===== src/hw/rtl/rcm_pkg.sv =====
// Shared types and constants for the RC stick channel mapper.
// No dependencies; every other file refers to it by scoped names.
`default_nettype none

package rcm_pkg;

   localparam int unsigned PULSE_W = 16;
   localparam int unsigned CMD_W   = 16;
   localparam int unsigned NUM_CH  = 8;
   localparam int unsigned MAP_W   = 2;
   localparam int unsigned BAND_W  = 9;
   localparam int unsigned TDATA_W = PULSE_W * NUM_CH;

   localparam int unsigned CENTER_US    = 1500;
   localparam int unsigned HALF_SPAN_US = 500;
   localparam int unsigned LOW_US       = 1000;
   localparam int unsigned FULL_SPAN_US = 1000;

   // floor(x / 125) == (x * RECIP_125) >> RECIP_SHIFT for x below ~490k
   localparam int unsigned RECIP_125   = 67109;
   localparam int unsigned RECIP_SHIFT = 23;
   localparam int unsigned MULC_W      = 24;

   localparam logic [MAP_W-1:0] MAP_AETR    = 2'd0;
   localparam logic [MAP_W-1:0] MAP_TAER    = 2'd1;
   localparam logic [MAP_W-1:0] MAP_SURFACE = 2'd2;

   localparam logic CSR_CHANNEL_MAP = 1'b0;
   localparam logic CSR_DEADBAND_US = 1'b1;

   localparam logic [MAP_W-1:0]  CHANNEL_MAP_RESET = MAP_AETR;
   localparam logic [BAND_W-1:0] DEADBAND_RESET    = 9'd4;

   typedef struct packed {
      logic [MAP_W-1:0]  channel_map;
      logic [BAND_W-1:0] deadband_us;
   } cfg_type;

   // Last member sits in the lowest bits, so roll_cmd lands in bits [15:0].
   typedef struct packed {
      logic signed [CMD_W-1:0] aux_four;
      logic signed [CMD_W-1:0] aux_three;
      logic signed [CMD_W-1:0] aux_two;
      logic signed [CMD_W-1:0] aux_one;
      logic signed [CMD_W-1:0] throttle_cmd;
      logic signed [CMD_W-1:0] yaw_cmd;
      logic signed [CMD_W-1:0] pitch_cmd;
      logic signed [CMD_W-1:0] roll_cmd;
   } cmd_type;

endpackage

`default_nettype wire


===== src/hw/rtl/rcm_norm_bi.sv =====
// Bidirectional pulse normalizer: 1500 +/- 500 us to +/- ONE with center deadband.
// Depends on rcm_pkg.
`default_nettype none

module rcm_norm_bi #(
   parameter int unsigned FRAC_BITS = 14
) (
   input  wire logic [rcm_pkg::PULSE_W-1:0] pulse,
   input  wire logic [rcm_pkg::BAND_W-1:0]  band,
   output logic signed [rcm_pkg::CMD_W-1:0] cmd
);

   // d * 2^F / 500 == a * 2^(F-2) / 125 with 2^(F-2) = 125*QUO + REM
   localparam longint unsigned ONE   = 64'd1 << FRAC_BITS;
   localparam longint unsigned SCALE = 64'd1 << (FRAC_BITS - 2);
   localparam longint unsigned QUO   = SCALE / 125;
   localparam longint unsigned REM   = SCALE % 125;
   localparam longint unsigned MULC  = REM * rcm_pkg::RECIP_125;

   localparam logic [rcm_pkg::CMD_W-1:0]  ONE16   = ONE[rcm_pkg::CMD_W-1:0];
   localparam logic [rcm_pkg::CMD_W-1:0]  QUO16   = QUO[rcm_pkg::CMD_W-1:0];
   localparam logic [rcm_pkg::MULC_W-1:0] MULC24  = MULC[rcm_pkg::MULC_W-1:0];
   localparam logic [16:0]                CENTER  = 17'(rcm_pkg::CENTER_US);
   localparam logic signed [17:0]         CENTER_S = 18'(rcm_pkg::CENTER_US);
   localparam logic signed [17:0]         SPAN_S   = 18'(rcm_pkg::HALF_SPAN_US);

   logic [16:0]        win_lo;
   logic [16:0]        win_hi;
   logic               in_band;
   logic signed [17:0] diff;
   logic signed [17:0] neg_diff;
   logic [8:0]         mag;
   logic [32:0]        frac_prod;
   logic [8:0]         frac;
   logic [15:0]        whole;
   logic [15:0]        quot;
   logic [15:0]        result;

   always_comb begin
      win_lo   = CENTER - {8'd0, band};
      win_hi   = CENTER + {8'd0, band};
      in_band  = ({1'b0, pulse} > win_lo) && ({1'b0, pulse} < win_hi);
      diff     = signed'({2'b00, pulse}) - CENTER_S;
      neg_diff = -diff;
      mag      = diff[17] ? neg_diff[8:0] : diff[8:0];
      frac_prod = 33'(mag) * 33'(MULC24);
      frac     = frac_prod[rcm_pkg::RECIP_SHIFT +: 9];
      whole    = 16'({7'd0, mag} * QUO16);
      quot     = whole + {7'd0, frac};
      if (in_band) begin
         result = '0;
      end else if (diff >= SPAN_S) begin
         result = ONE16;
      end else if (diff <= -SPAN_S) begin
         result = 16'd0 - ONE16;
      end else if (diff[17]) begin
         result = 16'd0 - quot;
      end else begin
         result = quot;
      end
   end

   assign cmd = signed'(result);

endmodule

`default_nettype wire


===== src/hw/rtl/rcm_norm_uni.sv =====
// Unidirectional pulse normalizer: 1000..2000 us to 0..ONE, clamped.
// Depends on rcm_pkg.
`default_nettype none

module rcm_norm_uni #(
   parameter int unsigned FRAC_BITS = 14
) (
   input  wire logic [rcm_pkg::PULSE_W-1:0] pulse,
   output logic signed [rcm_pkg::CMD_W-1:0] cmd
);

   // d * 2^F / 1000 == d * 2^(F-3) / 125
   localparam longint unsigned ONE   = 64'd1 << FRAC_BITS;
   localparam longint unsigned SCALE = 64'd1 << (FRAC_BITS - 3);
   localparam longint unsigned QUO   = SCALE / 125;
   localparam longint unsigned REM   = SCALE % 125;
   localparam longint unsigned MULC  = REM * rcm_pkg::RECIP_125;

   localparam logic [rcm_pkg::CMD_W-1:0]  ONE16  = ONE[rcm_pkg::CMD_W-1:0];
   localparam logic [rcm_pkg::CMD_W-1:0]  QUO16  = QUO[rcm_pkg::CMD_W-1:0];
   localparam logic [rcm_pkg::MULC_W-1:0] MULC24 = MULC[rcm_pkg::MULC_W-1:0];
   localparam logic signed [17:0]         LOW_S  = 18'(rcm_pkg::LOW_US);
   localparam logic signed [17:0]         SPAN_S = 18'(rcm_pkg::FULL_SPAN_US);

   logic signed [17:0] diff;
   logic [9:0]         mag;
   logic [33:0]        frac_prod;
   logic [9:0]         frac;
   logic [15:0]        whole;
   logic [15:0]        result;

   always_comb begin
      diff      = signed'({2'b00, pulse}) - LOW_S;
      mag       = diff[9:0];
      frac_prod = 34'(mag) * 34'(MULC24);
      frac      = frac_prod[rcm_pkg::RECIP_SHIFT +: 10];
      whole     = 16'({6'd0, mag} * QUO16);
      if (diff <= 18'sd0) begin
         result = '0;
      end else if (diff >= SPAN_S) begin
         result = ONE16;
      end else begin
         result = whole + {6'd0, frac};
      end
   end

   assign cmd = signed'(result);

endmodule

`default_nettype wire


===== src/hw/rtl/rcm_frame_map.sv =====
// Combinational frame mapping: normalizes all channels and routes them by stick order.
// Depends on rcm_pkg, rcm_norm_bi and rcm_norm_uni.
`default_nettype none

module rcm_frame_map #(
   parameter int unsigned FRAC_BITS = 14
) (
   input  wire logic [rcm_pkg::NUM_CH-1:0][rcm_pkg::PULSE_W-1:0] pulse,
   input  wire logic                                              link_connected,
   input  wire rcm_pkg::cfg_type                                  cfg,
   output rcm_pkg::cmd_type                                       cmd
);

   localparam longint unsigned ONE = 64'd1 << FRAC_BITS;
   localparam logic [rcm_pkg::CMD_W-1:0] NEG_ONE16 = 16'd0 - ONE[rcm_pkg::CMD_W-1:0];

   logic signed [rcm_pkg::CMD_W-1:0] bi_cmd [rcm_pkg::NUM_CH];
   logic signed [rcm_pkg::CMD_W-1:0] uni_ch1;
   logic signed [rcm_pkg::CMD_W-1:0] uni_ch3;

   for (genvar i = 0; i < rcm_pkg::NUM_CH; i++) begin : g_bi
      // aux channels (5..8) have no deadband
      rcm_norm_bi #(.FRAC_BITS(FRAC_BITS)) u_bi (
         .pulse (pulse[i]),
         .band  ((i < 4) ? cfg.deadband_us : '0),
         .cmd   (bi_cmd[i])
      );
   end

   rcm_norm_uni #(.FRAC_BITS(FRAC_BITS)) u_uni_ch1 (
      .pulse (pulse[0]),
      .cmd   (uni_ch1)
   );

   rcm_norm_uni #(.FRAC_BITS(FRAC_BITS)) u_uni_ch3 (
      .pulse (pulse[2]),
      .cmd   (uni_ch3)
   );

   always_comb begin
      cmd.aux_one   = bi_cmd[4];
      cmd.aux_two   = bi_cmd[5];
      cmd.aux_three = bi_cmd[6];
      cmd.aux_four  = bi_cmd[7];
      unique case (cfg.channel_map)
         rcm_pkg::MAP_SURFACE: begin
            cmd.roll_cmd     = bi_cmd[0];
            cmd.pitch_cmd    = '0;
            cmd.yaw_cmd      = '0;
            cmd.throttle_cmd = bi_cmd[1];
         end
         rcm_pkg::MAP_TAER: begin
            cmd.throttle_cmd = uni_ch1;
            cmd.roll_cmd     = bi_cmd[1];
            cmd.pitch_cmd    = bi_cmd[2];
            cmd.yaw_cmd      = bi_cmd[3];
         end
         default: begin
            // AETR, also the unused code
            cmd.roll_cmd     = bi_cmd[0];
            cmd.pitch_cmd    = bi_cmd[1];
            cmd.throttle_cmd = uni_ch3;
            cmd.yaw_cmd      = bi_cmd[3];
         end
      endcase
      if (!link_connected) begin
         cmd.roll_cmd     = '0;
         cmd.pitch_cmd    = '0;
         cmd.yaw_cmd      = '0;
         cmd.throttle_cmd = '0;
         cmd.aux_one      = signed'(NEG_ONE16);
         cmd.aux_two      = signed'(NEG_ONE16);
         cmd.aux_three    = signed'(NEG_ONE16);
         cmd.aux_four     = signed'(NEG_ONE16);
      end
   end

endmodule

`default_nettype wire


===== src/hw/rtl/rc_stick_channel_mapper_core.sv =====
// A request goes from accept to rsp_tvalid through the input register, mapping
// logic and result register. Throughput: one request per cycle unless rsp_tready
// stalls; the result register lets a new request in while a result waits for rsp_tready.
// Reset (synchronous): clears both valid flags, channel_map to AETR, deadband_us to 4.
// Depends on rcm_pkg and rcm_frame_map.
`default_nettype none

module rc_stick_channel_mapper_core #(
   parameter int unsigned FRAC_BITS = 14
) (
   input  wire logic                          clock,
   input  wire logic                          reset,
   input  wire logic                          req_tvalid,
   output logic                               req_tready,
   // ch1_pulse, ch2_pulse, ... ch8_pulse, 16 bits each from bit 0 up
   input  wire logic [rcm_pkg::TDATA_W-1:0]   req_tdata,
   // link_connected
   input  wire logic                          req_tuser,
   output logic                               rsp_tvalid,
   input  wire logic                          rsp_tready,
   // roll_cmd, pitch_cmd, yaw_cmd, throttle_cmd, aux_one .. aux_four, 16 bits each
   output logic [rcm_pkg::TDATA_W-1:0]        rsp_tdata,
   input  wire logic                          csr_we,
   input  wire logic                          csr_index,
   input  wire logic [rcm_pkg::BAND_W-1:0]    csr_wdata
);

   logic                                               stage_valid_ff;
   logic                                               stage_valid_in;
   logic [rcm_pkg::NUM_CH-1:0][rcm_pkg::PULSE_W-1:0]   stage_pulse_ff;
   logic [rcm_pkg::NUM_CH-1:0][rcm_pkg::PULSE_W-1:0]   stage_pulse_in;
   logic                                               stage_link_ff;
   logic                                               stage_link_in;
   logic                                               rsp_valid_ff;
   logic                                               rsp_valid_in;
   rcm_pkg::cmd_type                                   rsp_data_ff;
   rcm_pkg::cmd_type                                   rsp_data_in;
   rcm_pkg::cfg_type                                   cfg_ff;
   rcm_pkg::cfg_type                                   cfg_in;
   rcm_pkg::cmd_type                                   map_cmd;
   logic                                               out_ready;
   logic                                               stage_move;
   logic                                               req_take;

   rcm_frame_map #(.FRAC_BITS(FRAC_BITS)) u_frame_map (
      .pulse          (stage_pulse_ff),
      .link_connected (stage_link_ff),
      .cfg            (cfg_ff),
      .cmd            (map_cmd)
   );

   assign out_ready  = !rsp_valid_ff || rsp_tready;
   assign stage_move = stage_valid_ff && out_ready;
   assign req_tready = !stage_valid_ff || out_ready;
   assign req_take   = req_tvalid && req_tready;

   always_comb begin
      stage_valid_in = req_take || (stage_valid_ff && !out_ready);
      stage_pulse_in = req_take ? req_tdata : stage_pulse_ff;
      stage_link_in  = req_take ? req_tuser : stage_link_ff;
      rsp_valid_in   = stage_move || (rsp_valid_ff && !rsp_tready);
      rsp_data_in    = stage_move ? map_cmd : rsp_data_ff;
      cfg_in         = cfg_ff;
      if (csr_we) begin
         unique case (csr_index)
            rcm_pkg::CSR_CHANNEL_MAP: cfg_in.channel_map = csr_wdata[rcm_pkg::MAP_W-1:0];
            rcm_pkg::CSR_DEADBAND_US: cfg_in.deadband_us = csr_wdata;
            default: cfg_in = cfg_ff;
         endcase
      end
   end

   always_ff @(posedge clock) begin
      if (reset) begin
         stage_valid_ff     <= 1'b0;
         rsp_valid_ff       <= 1'b0;
         cfg_ff.channel_map <= rcm_pkg::CHANNEL_MAP_RESET;
         cfg_ff.deadband_us <= rcm_pkg::DEADBAND_RESET;
      end else begin
         stage_valid_ff <= stage_valid_in;
         rsp_valid_ff   <= rsp_valid_in;
         cfg_ff         <= cfg_in;
      end
   end

   always_ff @(posedge clock) begin
      stage_pulse_ff <= stage_pulse_in;
      stage_link_ff  <= stage_link_in;
      rsp_data_ff    <= rsp_data_in;
   end

   assign rsp_tvalid = rsp_valid_ff;
   assign rsp_tdata  = rsp_data_ff;

endmodule

`default_nettype wire


===== config.mk =====
export PLATFORM = sky130hd
export DESIGN_NAME = rc_stick_channel_mapper_core
export DESIGN_NICKNAME = d
export VERILOG_FILES = /design/src/hw/rtl/rcm_pkg.sv /design/src/hw/rtl/rcm_norm_bi.sv /design/src/hw/rtl/rcm_norm_uni.sv /design/src/hw/rtl/rcm_frame_map.sv /design/src/hw/rtl/rc_stick_channel_mapper_core.sv
export SDC_FILE = /design/constraint.sdc
export NUM_CORES = 2
export LEC_CHECK = 0
export ABC_AREA = 1
export BUFFER_PORTS_ARGS = -buffer_cell sky130_fd_sc_hd__buf_2
export CELL_PAD_IN_SITES_DETAIL_PLACEMENT = 1
export CELL_PAD_IN_SITES_GLOBAL_PLACEMENT = 2
export CORE_MARGIN = 4
export CORE_UTILIZATION = 37
export CTS_CLUSTER_SIZE = 20
export DETAILED_ROUTE_END_ITERATION = 12
export GPL_ROUTABILITY_DRIVEN = 0
export HOLD_SLACK_MARGIN = 0.15
export PLACE_DENSITY = 0.87
export SLEW_MARGIN = 20
export SYNTH_ARGS = -nofsm -noshare
export SYNTH_HDL_FRONTEND = slang
export SYNTH_HIERARCHICAL = 1
export SYNTH_SLANG_ARGS = --single-unit

===== constraint.sdc =====
create_clock -name clock -period 18.9 [get_ports clock]
set_input_delay 3.78 -clock clock [delete_from_list [all_inputs] [get_ports clock]]
set_output_delay 3.78 -clock clock [all_outputs]
set_load 0.005 [all_outputs]

== After elaboration in Yosys (flattened, before gate mapping) ==
Cells that the tools add are included.
Storage, ports and cells
  register bits: 270
  bits in latches: 0
  memory bits (writable): 0
  bits in read-only memories: 0
  bits of input ports: 144
  output and inout port bits: 130
  logic and storage cells: 184
  memories kept: 0
Operators by class
  add/subtract/negate cells: 38
  multiply operators: 10
  divide/modulo/power cells: 0
  magnitude comparators: 36
  equality and inequality tests: 2
  shifts and indexed selects: 0
  muxes and demuxes: 45
  bitwise logic cells: 2
  reductions and logical operators: 26
Operators with widths (number)
  $mux W16: 32
  $mul A9 B18 Y27 const B: 8
  $add A14 B9 Y15: 10
  $ge A17 B10 Y1 const B: 8
  $le A17 B10 Y1 const B: 8
  $sub A16 B11 Y17 const B: 8
  $pmux W64 S2: 1
  $sub A1 B15 Y16 const A: 8
  $mux W9: 8
  $neg A9 Y9: 8
  $gt A16 B17 Y1: 4
  $gt A16 B11 Y1 const B: 4
  $lt A16 B11 Y1 const B: 4
  $mux W15: 4
  $mul A10 B18 Y28 const B: 2
  $lt A16 B17 Y1: 3
  $ge A18 B11 Y1 const B: 2
  $le A18 B1 Y1 const B: 2
  $sub A16 B10 Y17 const B: 2
  $lt A16 B12 Y1: 1
  $reduce_or A4 Y1: 4
  $add A11 B9 Y12 const A: 1
  $logic_and A1 B1 Y1: 12
  $sub A11 B9 Y12 const A: 1
  other kinds (6): 14

== Longest topological paths before layout ==
  depth after elaboration: 11
  mapped depth: 53
  gate-level depth less buffers: 53

== Hierarchy ==
The synthesis kept the hierarchy.
Modules (own cells, without submodules)
  rcm_norm_bi (u_frame_map.g_bi[0].u_bi ...): times used 3, cells an instance 826, area an instance 5112.4 µm², seq. area each 0.0 µm²
  rc_stick_channel_mapper_core: times used 1, cells an instance 324, area an instance 8212.9 µm², seq. area each 7977.7 µm²
  rcm_norm_bi (u_frame_map.g_bi[4].u_bi): times used 1, cells an instance 773, area an instance 4909.7 µm², seq. area each 0.0 µm²
  rcm_norm_bi (u_frame_map.g_bi[7].u_bi): times used 1, cells an instance 751, area an instance 4892.2 µm², seq. area each 0.0 µm²
  rcm_norm_bi (u_frame_map.g_bi[6].u_bi): times used 1, cells an instance 756, area an instance 4834.6 µm², seq. area each 0.0 µm²
  rcm_norm_bi (u_frame_map.g_bi[5].u_bi): times used 1, cells an instance 747, area an instance 4817.1 µm², seq. area each 0.0 µm²
  rcm_norm_bi (u_frame_map.g_bi[3].u_bi): times used 1, cells an instance 726, area an instance 4709.5 µm², seq. area each 0.0 µm²
  rcm_norm_uni (u_frame_map.u_uni_ch1): times used 1, cells an instance 626, area an instance 4418.0 µm², seq. area each 0.0 µm²
  rcm_norm_uni (u_frame_map.u_uni_ch3): times used 1, cells an instance 626, area an instance 4377.9 µm², seq. area each 0.0 µm²
  rcm_frame_map: times used 1, cells an instance 382, area an instance 1620.3 µm², seq. area each 0.0 µm²

== Least setup slack after synthesis ==
OpenSTA, ideal clock, no wires.
  path type: input-to-reg
  start point: in rsp_tready
  end point: reg rsp_data_ff, in the netlist rsp_tdata[0], enable pin
  setup time: 0.657 ns
  arrival: 9.979 ns
  required time: 18.243 ns
  path slack: 8.264 ns
  cell stages on the path: 2
  buffers on the path: 0
  path through: inv_1 a21oi_1
Between the ends
  longest elaborated chain between the ends: 2
RTL lines
  from (decl): RTL line rc_stick_channel_mapper_core.sv:20  | input wire logic rsp_tready,
  $logic_or A1 B1 Y1: RTL line rc_stick_channel_mapper_core.sv:52  | assign out_ready = !rsp_valid_ff || rsp_tready;
  $logic_and A1 B1 Y1: RTL line rc_stick_channel_mapper_core.sv:53  | assign stage_move = stage_valid_ff && out_ready;
  via stage_move: RTL line rc_stick_channel_mapper_core.sv:42  | logic stage_move;
  to (signal assigned): RTL line rc_stick_channel_mapper_core.sv:89  | rsp_data_ff <= rsp_data_in;
  to (decl): RTL line rc_stick_channel_mapper_core.sv:36  | rcm_pkg::cmd_type rsp_data_ff;
The timed path passes the listed nets, and every way through them passes these cells.
A chain may end at the register's enable or synchronous reset.

==> metrics.md <==
| Metric | Value |
|---|---|
| Outcome | finished, final reports clean |
| CP max-delay cell | edfxtp_1 |
| Core ar. | 156000 sq um |
| Max Root-Sink Buffers | 3 |
| Post-CTS resize count | 0 |
| Worst-Skew Late Latency | 0.63 ns |
| Worst VDD drop | 0.0000707 V |
| Distinct cells, synth | 67 |
| Area growth syn-to-layout | 9.87% |
| Row Count | 145 |
| Die X | 404 um |
| Postcts setup bufs | 0 |
| Top_reg_cell synth | edfxtp_1 |
| Crit path launch type | register |
| Setup Viol. Count Final | 0 |
| Worst setup margin | 9.83 ns |
| Die outline height | 404 um |
| CP required | 19.24 ns |
| Vias in the first global route | 56020 |
| CTS tree | built |
| # fillers | 20056 |
| Slew HR | 30.4% |
| Detailed-route vias per instance | 4.92 |
| WL final | 185 mm |
| R2R Path Start | stage_pulse_ff[34] |
| Post-place setup slack | 9.77 ns |
| H-Tree Level Count | 2 |
| Tcrit/Tclk final | 48.0% |
| Mean area per synthesized cell | 7.10 sq um |
| Most common cell in the netlist | nand2_1 |
| Largest cells by area after synthesis | ha_1 22%, edfxtp_1 13%, fa_1 13% |
| Layout cells sized above 1 | 8.90% |
| Routed WL per cell | 17.3 um |
| Initial antenna violation count | 6 |
| Crit end category | register |
| CTS sink cnt | 270 |
| CP Max Fanout | 21 |
| Delay-heaviest family, CP | simple AND/OR/NAND/NOR gates |
| Synth top area share | 21.9% |
| Number of synthesized register bits | 270 |
| Hold path startpoint | cfg_ff[10] |
| Worst R2R Path Depth | 42 |
| Max_cap viols | 0 |
| Drt initial violations | 2221 |
| Leakage | 35.3 nW |
| Drt drc | 0 |
| Post-DP HPWL | 159 mm |
| Antenna Nets Post-Route | 0 |
| Buf+Inv Stages, Crit Path | 3 |
| Seq/Total Area, Yosys | 13.7% |
| Slew Viols, Final | 0 |
| Commonest cells post-synth | 1968 x nand2_1, 1761 x inv_1, 1016 x ha_1 |
| Initial Util | 37.2% |
| Hold Crit Depth | 2 |
| First-pass GRT wire length | 299 mm |
| Setup TNS | 0 ns |
| Total grt overflow | 0 |
| Power Density | 128 nW/um^2 |
| Crit path kind | register to register |
| Final Critical Period | 9.07 ns |
| Max stage delay on crit path | 0.74 ns |
| Synthesized cell area | 58100 sq um |
| Clock transition at path regs | 0.06 ns |
| Ports | 274 |
| 1st-pass router iterations | 5 |
| Share of flip-flops with an asynchronous set or reset | 0% |
| Detailed-route via count | 52701 |
| Fmax | 110 MHz |
| Num CTS Buffers | 41 |
| Crit path top cell by count | nand2_1 |
| Synth area leader | ha_1 |
| EDFF count, synth | 257 |
| Reg2reg setup slack | 9.83 ns |
| Hold violation count in the final report | 0 |
| PortBufs | 273 |
| GRT Overall Usage | 22.5% |
| RSZ-0062 raised after global routing | no |
| Crit path DAT | 9.41 ns |
| Worst Max-Slew Pin Slew | 1.04 ns |
| Ys Warns | 6 |
| Pin count of the biggest net entering global routing | 129 |
| Tightest Hold Check Type | register to register |
| Min-Delay Endpoint | cfg_ff[10] |
| End of the worst register-to-register path | rsp_tdata[28] |
| Max Clock Skew | 0.0457 ns |
| Cells after synthesis | 8189 |
| Final nets | 10151 |
| Root Driver | clkbuf_16 |
| DIE AREA | 164000 sq um |
| Hold-fix buffers, CTS | 0 |
[how the worst max path moves through the flow]
stage	from	end	slack, ns	cells after the start
finish	stage_pulse_ff[34]	rsp_tdata[28]	9.83	42
floorplan	rsp_tready	rsp_tdata[0]	8.26	2
CTS	stage_pulse_ff[34]	rsp_tdata[28]	9.78	42
global route	stage_pulse_ff[35]	rsp_tdata[30]	8.96	45
global placement	stage_pulse_ff[2]	rsp_tdata[14]	9.95	45
detailed placement	stage_pulse_ff[34]	rsp_tdata[28]	9.77	43
[cell families (layout without fill, tap and decap cells)]
family	count (synthesis)	count (layout)	share of synthesized area [%]
AO/OA/AOI/OAI	650	650	6.27
AND/OR/NAND/NOR	3687	3687	28.1
buffers and inverters	1909	2222	12.6
adder cells (fa/ha/maj)	1398	1398	35.0
flip-flops	270	270	13.7
other	3	146	0.0194
XOR/XNOR	272	272	4.24
[worst min-delay path: stages (launching register included)]
cell	delay, ns
dfxtp_1	0.32
nor2_1	0.10
nor2_1	0.05
[stage by stage]
step	cell area, sq um	cells	power (mW)	utilization [%]	hold WS [ns]
4_1_cts	63900	10699	8.28	40.9	0.525
3_3_place_gp	62400	10624	7.19	40.0	0.499
5_1_grt	63900	10699	9.31	40.9	0.567
3_5_place_dp	62400	10624	7.37	40.0	0.502
6_report	63900	10703	8.19	40.9	0.520
2_1_floorplan	58700	8328	5.61	-	0.445
[layout make-up]
type	count	area, sq um	share of cell area [%]
inverter	1846	6960	10.9
tap	2058	2570	4.03
antenna	4	10.0	0.0157
sequential	270	7980	12.5
clock inverter	27	315	0.494
clock buffer	48	1100	1.73
multi-input combinational	6149	43300	67.9
timing repair buffer	301	1590	2.49
[placed cells by master, fill, tap and decap left out, types with 8 or more instances in the layout]
cell type,n
nor4_1,16
or2_2,25
o21ai_1,37
xor2_1,188
nor3_2,28
ha_1,1016
nand4_1,131
xnor2_1,73
nand3_4,8
a21o_1,20
nor3_1,102
nor2_2,44
nand3b_1,36
nand2_1,1968
buf_4,27
and2_1,16
inv_1,1760
or2_1,9
nor2_4,24
nand3_2,20
o21a_1,8
a21oi_1,350
o211ai_1,10
o21bai_1,27
a21oi_2,11
edfxtp_1,257
nand2_2,114
clkbuf_16,43
dfxtp_1,12
nand3_1,417
nor2_1,699
o21ai_0,124
conb_1,142
buf_2,273
a31oi_1,22
inv_2,73
and3_1,9
fa_1,382
[routing by layer]
metal	vias up	share of wire (%)	track usage, %
li1	26401	-	-
met1	25473	45	28.9
met2	630	49	40.3
met3	197	2.8	2.05
met4	0	3.1	6.32
met5	-	0	0
[registers in the layout (all words and copies together) (netlist names)]
signal,cells
rsp_tvalid,1
rsp_tdata,128
cfg_ff,11
stage_pulse_ff,128
stage_valid_ff,1
stage_link_ff,1
[power breakdown]
part / internal [mW] / switching [mW]
Combinational: 2.38 / 4.24
Sequential: 0.688 / 0.0455
Clock: 0.492 / 0.337
(Power assumes the default switching activity.)
